### src/sv/lsp_pkg.sv
// Shared types, constants and CORDIC tables for the log spiral point generator.
// Used by every module of the block; depends on nothing.
package lsp_pkg;

    // Default parameter values
    localparam int IN_WIDTH_DEF      = 16;
    localparam int OUT_WIDTH_DEF     = 32;
    localparam int CORDIC_STAGES_DEF = 16;

    // Datapath widths: Q29 values, widened remainder, binary exponent
    localparam int D_W = 34;
    localparam int V_W = D_W + 4;
    localparam int K_W = 9;

    // Pipeline depth outside the CORDIC stages
    localparam int FRONT_STAGES = 7;
    localparam int BACK_STAGES  = 4;

    typedef logic signed [D_W-1:0] dat_t;
    typedef logic signed [K_W-1:0] exp_t;

    localparam dat_t PI_Q29    = 34'sd1686629713;
    localparam dat_t LN2_Q29   = 34'sd372130559;
    localparam dat_t INVKC_Q29 = 34'sd326016437;
    localparam dat_t INVKH_Q29 = 34'sd648270052;

    // Reciprocal of ln2 in Q29 scaled by 2^RECIP_SH; estimate is off by at most one
    localparam int RECIP_LN2 = 185;
    localparam int RECIP_SH  = 36;

    // Product E*C carries 58 fraction bits; output has 16
    localparam int SCALE_BIAS = 42;

    // State of both rotators as it travels down the pipeline
    typedef struct packed {
        dat_t hx;
        dat_t hy;
        dat_t hz;
        dat_t cx;
        dat_t cy;
        dat_t cz;
        exp_t k;
        logic flip;
    } cordic_t;

    // Shift index of hyperbolic stage n, with repeats at 4, 13, 40, ...
    function automatic int hyp_shift(input int n);
        int i;
        int rep;
        int j;
        i = 1;
        rep = 4;
        for (j = 0; j < n; j++)
        begin
            if (i == rep)
                rep = 3 * rep + 1;
            else
                i = i + 1;
        end
        return i;
    endfunction

    function automatic dat_t small_angle(input int i);
        if (i > 29)
            return '0;
        return dat_t'(34'sd1 <<< (29 - i));
    endfunction

    function automatic dat_t atan_of(input int i);
        case (i)
            0: return 34'sd421657428;
            1: return 34'sd248918915;
            2: return 34'sd131521918;
            3: return 34'sd66762579;
            4: return 34'sd33510843;
            5: return 34'sd16771758;
            6: return 34'sd8387925;
            7: return 34'sd4194219;
            8: return 34'sd2097141;
            9: return 34'sd1048575;
            default: return small_angle(i);
        endcase
    endfunction

    function automatic dat_t atanh_of(input int i);
        case (i)
            0: return 34'sd0;
            1: return 34'sd294906491;
            2: return 34'sd137123709;
            3: return 34'sd67461703;
            4: return 34'sd33598226;
            5: return 34'sd16782681;
            6: return 34'sd8389291;
            7: return 34'sd4194389;
            8: return 34'sd2097163;
            9: return 34'sd1048577;
            default: return small_angle(i);
        endcase
    endfunction

endpackage

### src/sv/lsp_cordic_stage.sv
// One pipeline stage holding one hyperbolic and one circular CORDIC rotation.
// Depends on lsp_pkg.
module lsp_cordic_stage #(
    parameter int           HSH  = 1,
    parameter int           CSH  = 0,
    parameter lsp_pkg::dat_t HANG = '0,
    parameter lsp_pkg::dat_t CANG = '0
) (
    input  logic             clk,
    input  logic             en,
    input  lsp_pkg::cordic_t st_in,
    output lsp_pkg::cordic_t st_out
);
    import lsp_pkg::*;

    dat_t    hx, hy, hz, cx, cy, cz;
    dat_t    hdx, hdy, cdx, cdy;
    cordic_t st_next, st_reg;

    assign hx  = st_in.hx;
    assign hy  = st_in.hy;
    assign hz  = st_in.hz;
    assign cx  = st_in.cx;
    assign cy  = st_in.cy;
    assign cz  = st_in.cz;
    assign hdx = hy >>> HSH;
    assign hdy = hx >>> HSH;
    assign cdx = cy >>> CSH;
    assign cdy = cx >>> CSH;

    // Rotate toward zero residual angle
    always_comb
    begin
        st_next = st_in;
        if (hz >= 0)
        begin
            st_next.hx = hx + hdx;
            st_next.hy = hy + hdy;
            st_next.hz = hz - HANG;
        end
        else
        begin
            st_next.hx = hx - hdx;
            st_next.hy = hy - hdy;
            st_next.hz = hz + HANG;
        end
        if (cz >= 0)
        begin
            st_next.cx = cx - cdx;
            st_next.cy = cy + cdy;
            st_next.cz = cz - CANG;
        end
        else
        begin
            st_next.cx = cx + cdx;
            st_next.cy = cy - cdy;
            st_next.cz = cz + CANG;
        end
    end

    always_ff @(posedge clk)
    begin
        if (en)
            st_reg <= st_next;
    end

    assign st_out = st_reg;

endmodule

### config.mk
export PLATFORM = sky130hd
export DESIGN_NAME = lsp_cordic_stage
export DESIGN_NICKNAME = d
export VERILOG_FILES = /design/src/sv/lsp_pkg.sv /design/src/sv/lsp_cordic_stage.sv
export SDC_FILE = /design/constraint.sdc
export NUM_CORES = 1
export LEC_CHECK = 0
export BUFFER_PORTS_ARGS = -buffer_cell sky130_fd_sc_hd__buf_2
export CORE_MARGIN = 1.5
export CORE_UTILIZATION = 55
export DETAILED_ROUTE_END_ITERATION = 8
export HOLD_SLACK_MARGIN = 0.1
export PLACE_DENSITY = 0.86
export SYNTH_ARGS = -nofsm -noshare
export SYNTH_HDL_FRONTEND = slang
export SYNTH_SLANG_ARGS = --single-unit
### constraint.sdc
create_clock -name clk -period 5.3 [get_ports clk]
set_input_delay 0.265 -clock clk [delete_from_list [all_inputs] [get_ports clk]]
set_output_delay 0.265 -clock clk [all_outputs]
set_load 0.02 [all_outputs]
==> impl_metrics.ini <==
[placed_design]
dp.cells = 2498
io_buffer_count = 429
place.gp.congestion = 0.9454
dp_worst_setup_slack_ps = 502.6
dpl.hpwl_mm = 40.85

[timing]
fin_crit_sh_pct = 81.68
fmax_mhz = 231.0
rsz0062_at_grt = no
setup_viol = 0
drv_slew = 0
worstMarginPinSlew_ps = 949.1
tns_ps = 0
layout_setup_ws_ps = 971.1
finalHoldViolCount = 0
relSlewSlack_pct = 36.73
whs_ps = 162.6
fin_crit_ps = 4329

[detailed_routing]
dr.pass1.iters = 6
postRouteAntennaNets = 0
avgViaCountPerCell = 5.959
routedWlPerCell_um = 20.70
wl_mm = 54.48
first_iter_violations = 1557
via_count = 15683
drc = 0

[synthesis]
synthTopCellsByArea = edfxtp_1, ha_1, xnor2_1
async_reset_ff_share_pct = 0
yosys.cell_types.count = 75
synth_ff_type = edfxtp_1
synthCells = 1737
syn_nets = 2125
synth-edff-count = 213
synth_warnings = 0
ys_seq_elements = 213
yosysTopAreaCell = edfxtp_1
seq_area_frac_synth_pct = 38.58
synthesis.area_sq_mm = 0.01658
post-synth-top-area-fraction_pct = 38.58
syn_avg_cell_area_sq_um = 9.544

[power]
p_int_mw = 4.026
ir_drop_uv = 298.6
net-switching-power_mw = 2.282
power_frac_seq_pct = 36.3
pwr-share-comb_pct = 36.5
p_sw_share_pct = 36.17
power_frac_clock_pct = 27.2
power.leakage_nw = 9.051
p_per_area_mw_per_mm2 = 305.3

[clocking]
ctsResizeCount = 0
clock-sinks = 213
clkSlewWorstSetupHoldPaths_ps = 60
cts_hold_buf = 80
cts-root-buf = clkbuf_16
numCtsBuffers = 25
clockBufferDepth = 3
post_cts_buffers = 0
cts_tree = done
htree_levels = 1

[grt]
grt_pass1_wl_mm = 81.58
antenna_found_initial = 9
grtUsageMet1_pct = 40.67
first_global_vias = 15053
grtUsageTotal_pct = 33.54
grt_overflow = 0
use_met3_pct = 5.112
busiest_layer = met2
grt_max_degree = 127
grt_use_met2_pct = 58.79

[finish]
drive_above_1_share_pct = 22.20
num-nets-final = 2603
largest_register_ffs = 213
fin_cells = 2632
area_growth_pct = 24.63
post-route-util_pct = 69.71

[worst_hold_path]
hold_path_depth = 3
hp-class = in2reg
worstHoldStart = st_in[78]

[setup_path]
arrival_ps = 4600
crit_start = st_in[186]
crit_buf_inv = 2
startpoint_type = input port
crit_fanout = 9
endpoint_kind = flip-flop
cp_top_family = simple AND/OR/NAND/NOR gates
crit_required_ps = 5570
cp_cell_sequence = buf_2, or3_1, or3_1, or2_1, o31ai_1, nand2_1, xor2_1, ha_1, a21oi_1, nand2_1, or4_1, a311oi_1, buf_4, o21ba_2, o221a_2, o31ai_1, o21a_1, nor2_1, xnor2_1
crit_slowest_cell = or4_1
worst-setup-path-type = in2reg
critPathMaxStageDelay_ps = 530
cp.depth = 19

[floorplanning]
num_rows = 63
core_area_sq_mm = 0.02964
die-area_sq_mm = 0.03119
die_w_um = 176.6
ios = 430
start_util_pct = 55.94
die_h_um = 176.6

[flow_run]
drv_cap = 0

[run_status]
status = complete, no violations
==> worst paths after layout <==
path | slack [ps] | end
worst max-delay path | 970 | st_out[179]$_DFFE_PP_
worst min-delay path | 160 | st_out[44]$_DFFE_PP_
==> per-stage QoR <==
stage          instance area (sq um)  power (mW)
2_1_floorplan                  16580       3.755
3_3_place_gp                   19030       4.470
3_5_place_dp                   19030       4.509
4_1_cts                        20640       6.273
5_1_grt                        20660       6.568
6_report                       20660       6.308
==> synthesized netlist by cell type, drive strengths merged (6+ instances only) <==
master,number
o41ai,13
o211ai,10
xor2,35
mux2i,17
o21a,9
buf,16
a21o,53
o21bai,29
nand2,101
a21oi,195
a221oi,10
inv,138
a211oi,21
clkbuf,48
o31ai,24
or4,7
xnor2,157
or3,18
o21ai,116
nand2b,27
or2,6
a31oi,14
nor2b,14
nor3,31
edfxtp,213
a2111oi,7
nor4,13
nor2,111
nand4,18
nand3,22
ha,167
==> metal layers <==
metal,vias to the layer above,wire length [um]
met5,-,14
met4,2,2308
met3,150,4543
met2,882,26970
met1,7334,20650
li1,7315,-
==> power by group through the flow <==
| stage | sequential [mW] | combinational (mW) | clock, mW |
|---|---|---|---|
| floorplan | 2.64 | 1.11 | 0 |
| global placement | 2.30 | 2.17 | 0 |
| detailed placement | 2.31 | 2.19 | 0 |
| CTS | 2.28 | 2.26 | 1.73 |
| global route | 2.30 | 2.46 | 1.80 |
| finish | 2.29 | 2.30 | 1.71 |
==> layout by cell type (no fill, tap or decap), drive strengths merged, types with 28 or more instances in the layout <==
cell type,n
o21ai,116
clkbuf,28
inv,143
nor2,111
nand2,101
o21bai,29
dlygate4sd3,80
buf,434
a21oi,195
a21o,53
xnor2,157
ha,167
edfxtp,213
nor3,31
xor2,35
==> worst min-delay path, stage by stage <==
cell	delay [ps]
buf_2	100
ha_1	120
inv_1	30
==> kinds of logic after synthesis <==
logic type                 synth area share, %
adders and majority gates                13.21
and+or+nand+nor                          11.34
xor gates and xnor gates                 10.14
AOI/OAI and AO/OA                        20.97
muxes                                    1.094
buffers and inverters                    4.664
DFF                                      38.58
==> cell type report <==
cell class / count / area (sq um)
sequential: 213 / 6396
clock inverter: 19 / 176.4
inverter: 140 / 525.5
multi-input combinational: 1320 / 9409
fill: 2275 / 8976
clock buffer: 27 / 633.1
tap: 390 / 488.0
timing repair buffer: 515 / 3014
antenna: 8 / 20.02
Power figures use the tool's default switching activity.
