File: src/sv/lsp_pkg.sv
// Shared types, constants and CORDIC tables for the log spiral point generator.
// Used by every module of the block; depends on nothing.
package lsp_pkg;

    // Default parameter values
    localparam int IN_WIDTH_DEF      = 16;
    localparam int OUT_WIDTH_DEF     = 32;
    localparam int CORDIC_STAGES_DEF = 16;

    // Datapath widths: Q29 values, widened remainder, binary exponent
    localparam int D_W = 34;
    localparam int V_W = D_W + 4;
    localparam int K_W = 9;

    // Pipeline depth outside the CORDIC stages
    localparam int FRONT_STAGES = 7;
    localparam int BACK_STAGES  = 4;

    typedef logic signed [D_W-1:0] dat_t;
    typedef logic signed [K_W-1:0] exp_t;

    localparam dat_t PI_Q29    = 34'sd1686629713;
    localparam dat_t LN2_Q29   = 34'sd372130559;
    localparam dat_t INVKC_Q29 = 34'sd326016437;
    localparam dat_t INVKH_Q29 = 34'sd648270052;

    // Reciprocal of ln2 in Q29 scaled by 2^RECIP_SH; estimate is off by at most one
    localparam int RECIP_LN2 = 185;
    localparam int RECIP_SH  = 36;

    // Product E*C carries 58 fraction bits; output has 16
    localparam int SCALE_BIAS = 42;

    // State of both rotators as it travels down the pipeline
    typedef struct packed {
        dat_t hx;
        dat_t hy;
        dat_t hz;
        dat_t cx;
        dat_t cy;
        dat_t cz;
        exp_t k;
        logic flip;
    } cordic_t;

    // Shift index of hyperbolic stage n, with repeats at 4, 13, 40, ...
    function automatic int hyp_shift(input int n);
        int i;
        int rep;
        int j;
        i = 1;
        rep = 4;
        for (j = 0; j < n; j++)
        begin
            if (i == rep)
                rep = 3 * rep + 1;
            else
                i = i + 1;
        end
        return i;
    endfunction

    function automatic dat_t small_angle(input int i);
        if (i > 29)
            return '0;
        return dat_t'(34'sd1 <<< (29 - i));
    endfunction

    function automatic dat_t atan_of(input int i);
        case (i)
            0: return 34'sd421657428;
            1: return 34'sd248918915;
            2: return 34'sd131521918;
            3: return 34'sd66762579;
            4: return 34'sd33510843;
            5: return 34'sd16771758;
            6: return 34'sd8387925;
            7: return 34'sd4194219;
            8: return 34'sd2097141;
            9: return 34'sd1048575;
            default: return small_angle(i);
        endcase
    endfunction

    function automatic dat_t atanh_of(input int i);
        case (i)
            0: return 34'sd0;
            1: return 34'sd294906491;
            2: return 34'sd137123709;
            3: return 34'sd67461703;
            4: return 34'sd33598226;
            5: return 34'sd16782681;
            6: return 34'sd8389291;
            7: return 34'sd4194389;
            8: return 34'sd2097163;
            9: return 34'sd1048577;
            default: return small_angle(i);
        endcase
    endfunction

endpackage

File: src/sv/lsp_front.sv
// Front end: angle, radius exponent split into k*ln2 + f, and angle fold.
// Seven register stages; depends on lsp_pkg.
module lsp_front #(
    parameter int IN_WIDTH = 16
) (
    input  logic                       clk,
    input  logic                       en,
    input  logic signed [IN_WIDTH-1:0] position,
    input  logic signed [15:0]         growth,
    output lsp_pkg::cordic_t           init
);
    import lsp_pkg::*;

    localparam int FRAC = IN_WIDTH - 2;
    localparam int PW   = IN_WIDTH + D_W;
    localparam int AW   = D_W + 16;
    localparam int QW   = V_W + 10;
    localparam logic signed [PW-1:0] RND_IN  = PW'(1) <<< (FRAC - 1);
    localparam logic signed [IN_WIDTH-1:0] HALF = IN_WIDTH'(1) <<< (IN_WIDTH - 3);
    localparam logic signed [AW-1:0] RND_A   = AW'(1) <<< 11;

    logic signed [IN_WIDTH-1:0] t_raw;
    logic signed [IN_WIDTH-1:0] t_fold;
    logic                       flip_next;
    logic signed [PW-1:0]       pphi_reg, pz_reg;
    logic                       flip1_reg, flip2_reg, flip3_reg, flip4_reg;
    logic                       flip5_reg, flip6_reg, flip7_reg;
    dat_t                       phi_reg, z2_reg, z3_reg, z4_reg, z5_reg, z6_reg, z7_reg;
    logic signed [PW-1:0]       sum_phi, sum_z;
    logic signed [AW-1:0]       pa_reg, sum_a;
    logic signed [V_W-1:0]      v4_reg, v5_reg, rem_reg;
    logic signed [QW-1:0]       qp_next;
    exp_t                       q5_reg, q6_reg, k_reg;
    exp_t                       k_next;
    dat_t                       f_reg, f_next;

    // Fold the phase to [-1/2, 1/2] of pi, noting a half turn
    always_comb
    begin
        t_raw     = IN_WIDTH'($signed(position[IN_WIDTH-2:0]));
        t_fold    = t_raw;
        flip_next = 1'b0;
        if (t_raw > HALF)
        begin
            t_fold    = t_raw - (HALF <<< 1);
            flip_next = 1'b1;
        end
        else if (t_raw < -HALF)
        begin
            t_fold    = t_raw + (HALF <<< 1);
            flip_next = 1'b1;
        end
    end

    assign sum_phi = pphi_reg + RND_IN;
    assign sum_z   = pz_reg + RND_IN;
    assign sum_a   = pa_reg + RND_A;
    assign qp_next = QW'(v4_reg) * QW'(RECIP_LN2);

    // Correct the quotient estimate by one step
    always_comb
    begin
        k_next = q6_reg;
        f_next = D_W'(rem_reg);
        if (rem_reg < 0)
        begin
            k_next = q6_reg - exp_t'(1);
            f_next = D_W'(rem_reg + V_W'(LN2_Q29));
        end
        else if (rem_reg >= V_W'(LN2_Q29))
        begin
            k_next = q6_reg + exp_t'(1);
            f_next = D_W'(rem_reg - V_W'(LN2_Q29));
        end
    end

    // Advance all front stages together
    always_ff @(posedge clk)
    begin
        if (en)
        begin
            pphi_reg  <= PW'(position) * PW'(PI_Q29);
            pz_reg    <= PW'(t_fold) * PW'(PI_Q29);
            flip1_reg <= flip_next;

            phi_reg   <= sum_phi[FRAC +: D_W];
            z2_reg    <= sum_z[FRAC +: D_W];
            flip2_reg <= flip1_reg;

            pa_reg    <= AW'(phi_reg) * AW'(growth);
            z3_reg    <= z2_reg;
            flip3_reg <= flip2_reg;

            v4_reg    <= sum_a[12 +: V_W];
            z4_reg    <= z3_reg;
            flip4_reg <= flip3_reg;

            q5_reg    <= qp_next[RECIP_SH +: K_W];
            v5_reg    <= v4_reg;
            z5_reg    <= z4_reg;
            flip5_reg <= flip4_reg;

            rem_reg   <= v5_reg - V_W'(q5_reg) * V_W'(LN2_Q29);
            q6_reg    <= q5_reg;
            z6_reg    <= z5_reg;
            flip6_reg <= flip5_reg;

            k_reg     <= k_next;
            f_reg     <= f_next;
            z7_reg    <= z6_reg;
            flip7_reg <= flip6_reg;
        end
    end

    // Seed both rotators
    always_comb
    begin
        init.hx   = INVKH_Q29;
        init.hy   = '0;
        init.hz   = f_reg;
        init.cx   = INVKC_Q29;
        init.cy   = '0;
        init.cz   = z7_reg;
        init.k    = k_reg;
        init.flip = flip7_reg;
    end

endmodule

File: config.mk
export PLATFORM = sky130hd
export DESIGN_NAME = lsp_front
export DESIGN_NICKNAME = d
export VERILOG_FILES = /design/src/sv/lsp_pkg.sv /design/src/sv/lsp_front.sv
export SDC_FILE = /design/constraint.sdc
export NUM_CORES = 2
export LEC_CHECK = 0
export BUFFER_PORTS_ARGS = -buffer_cell sky130_fd_sc_hd__buf_2
export CAP_MARGIN = 15
export CORE_UTILIZATION = 55
export DETAILED_ROUTE_END_ITERATION = 8
export GPL_ROUTABILITY_DRIVEN = 0
export PLACE_DENSITY = 0.72
export SETUP_SLACK_MARGIN = 0.2
export SYNTH_ARGS = -nofsm -noshare
export SYNTH_HDL_FRONTEND = slang
export SYNTH_SLANG_ARGS = --single-unit
File: constraint.sdc
create_clock -name clk -period 19.64 [get_ports clk]
set_input_delay 2.946 -clock clk [delete_from_list [all_inputs] [get_ports clk]]
set_output_delay 2.946 -clock clk [all_outputs]
set_load 0.02 [all_outputs]
==> run summary <==
Top-Level Pins: 248
CTS tree: done
critical path data required time: 20.00 ns
Hold Crit Class: reg2reg
GR Layer Usage met1: 29.0%
Ys Warns: 0
Die Span X: 334 um
Placement Setup Slack: 8.68 ns
full die area: 111,000 um2
total gr overflow: 0
DR WL/cell: 18.4 um
Worst-path clk slew: 0.06 ns
vias in the first global route: 40,700
XOR/XNOR share of the synthesized area: 4.42%
CP delay by family, top: adder cells
Die Ht: 334 um
max-slew violations: 0
Period minus WS final: 10.41 ns
Sink Count: 528
global-route wire length before repair: 209,000 um
Post-Synth Adder-Cell Area: 45.7%
standard-cell rows: 121
Final Util: 58.6%
Post-synth EDFFs: 528
Setup TNS Final: 0 ns
RSZ-0062 raised after global routing: no
Layout area overhead: 5.58%
status: finished, final reports clean
average cell area after synthesis: 11.1 um2
GRT met2 Usage: 42.4%
Final WS setup: 9.23 ns
Clock Path Buffers: 3
fraction of registers with async set/reset: 0%
CTS Hold Buffers Added: 0
Iter 0 DRT Violations: 2,228
critical path type: in2reg
worst skew pair latency: 0.63 ns
DRC: 0
Port Buffer Count: 111
Root Driver: clkbuf_16
largest family of logic cells by synthesized area: adder cells
Synth Register Bits: 528
CORE AREA: 109,000 um2
Simple-Gate Fraction of Synth Area: 8.86%
critical path fanouts, max: 13
TritonCTS buffer count: 55
post-synth cell types: 74
final-report setup violation count: 0
max_slew headroom: 31.7%
crit-path max cell delay: 0.59 ns
maxcap violations: 0
Fin Hold WS: 0.404 ns
fin crit share: 53.0%
CP arrival: 10.77 ns
Vias: 37,600
post-synthesis mux area share: 0.0352%
sequential area share after synthesis: 26.2%
largest net degree at the start of global routing: 190
clock skew: 0.0244 ns
Largest register FFs: 39
Final ANT Viol Nets: 0
worst path bufs/invs: 4
initial antenna violation count: 0
H-Tree Depth: 2
Post-Synthesis Cells: 5,436
routed wire length: 128,000 um
Nets: 7,161
GR peak layer: met2
Final Hold Viols: 0
startpoint types: input port
number of vias per cell: 5.41
compound-gate portion of the synthesized area: 5.33%
Post-CTS Resized: 0
hpwl dp: 102,000 um
Max Freq: 96.0 MHz
Slowest-stage cell, CP: o31ai_1
Slew @ Worst Pin: 1.02 ns
post-CTS setup buffer count: 0
Crit path top cell by count: fa_1
Initial Util: 55.5%
Antenna Cells: 0
synthesized area: 60,500 um2
met3 Use GR: 3.35%
Crit. End Element: register
Pre-antenna DRT Iters: 5
top_reg_cell synth: edfxtp_1
layout cell share with drive strength beyond 1: 3.99%
Total GRT Usage: 23.8%
## metrics by stage
stage,cell area [um2],std cells
floorplan,61000,5570
global placement,61900,6858
detailed placement,61900,6858
CTS,63800,6959
global route,63800,6959
finish,63800,6959
## worst paths after layout
kind	from	end	slack, ns	cells after the start
worst max-delay path	position[11]	pz_reg[47]	9.23	28
worst min-delay path	z6_reg[14]	z7_reg[14]	0.40	0
worst max register to register	phi_reg[11]	pa_reg[46]	12.20	22
worst min register to register	z6_reg[14]	z7_reg[14]	0.40	0
## cells in the mapped netlist (all sizes together) (6+ instances only)
library cell / instances / area share (%)
a211oi: 18 / 0.22
a21boi: 6 / 0.074
a21o: 80 / 0.99
a21oi: 147 / 1.2
a31oi: 24 / 0.25
a32oi: 6 / 0.087
and2: 205 / 2.1
and3: 43 / 0.44
and4: 14 / 0.20
buf: 141 / 1.7
clkbuf: 105 / 0.65
edfxtp: 528 / 26
fa: 973 / 32
ha: 653 / 14
inv: 1130 / 7.0
nand2: 446 / 2.8
nand2b: 37 / 0.38
nand3: 80 / 0.66
nand4: 34 / 0.35
nor2: 138 / 0.86
nor2b: 36 / 0.37
nor3: 39 / 0.32
nor4: 9 / 0.093
o211ai: 13 / 0.16
o21a: 24 / 0.30
o21ai: 78 / 0.65
o21bai: 20 / 0.25
o31ai: 14 / 0.18
or2: 8 / 0.083
xnor2: 219 / 3.2
xor2: 86 / 1.2
## layer usage
metal	wire length, um	vias to the layer above
met5	0	-
li1	-	17200
met2	65100	1253
met4	5590	0
met3	7730	319
met1	49500	18900
## cell families (layout without fill, tap and decap cells)
kind of cell,count (synthesis),count (layout)
adder cells (fa/ha/maj),1626,1626
buffers and inverters,1376,1351
multiplexers,2,2
AO/OA/AOI/OAI,493,493
other,2,136
XOR/XNOR,305,305
AND/OR/NAND/NOR,1104,1104
flip-flops,528,528
## layout make-up
type                    count  area (um2)
flip-flops and latches    528       15900
fillers                  8805       45000
repair buffers            120         646
clock buffers              61        1420
multi-input cells        3666       39400
inverters                1130        4240
clock inverters            40         475
well taps                1414        1770
## cells in the final DEF (no fill, tap or decap), types with 8 or more instances in the layout
master	netlist	layout
inv_1	1129	1129
edfxtp_1	528	528
buf_4	137	8
o211ai_1	13	13
fa_1	973	973
a211oi_1	18	18
nand3_1	80	80
bufinv_16	0	9
clkinv_1	0	11
a21oi_1	147	147
nor2b_1	36	36
clkbuf_16	0	56
and3_1	43	43
nand4_1	34	34
o21ai_0	45	45
a21o_1	80	80
o31ai_1	13	13
clkinv_2	0	10
nor4_1	9	9
xnor2_1	219	219
o21a_1	24	24
nor3_1	39	39
buf_2	0	110
nand2b_1	37	37
ha_1	653	653
conb_1	2	136
and2_1	205	205
o21bai_1	20	20
a31oi_1	24	24
and4_1	14	14
o21ai_1	33	33
xor2_1	86	86
nand2_1	446	446
nor2_1	138	138
Power is left out: the tool's default activity adds up to more than one toggle a clock period on the data nets, which glitch-free logic cannot reach.
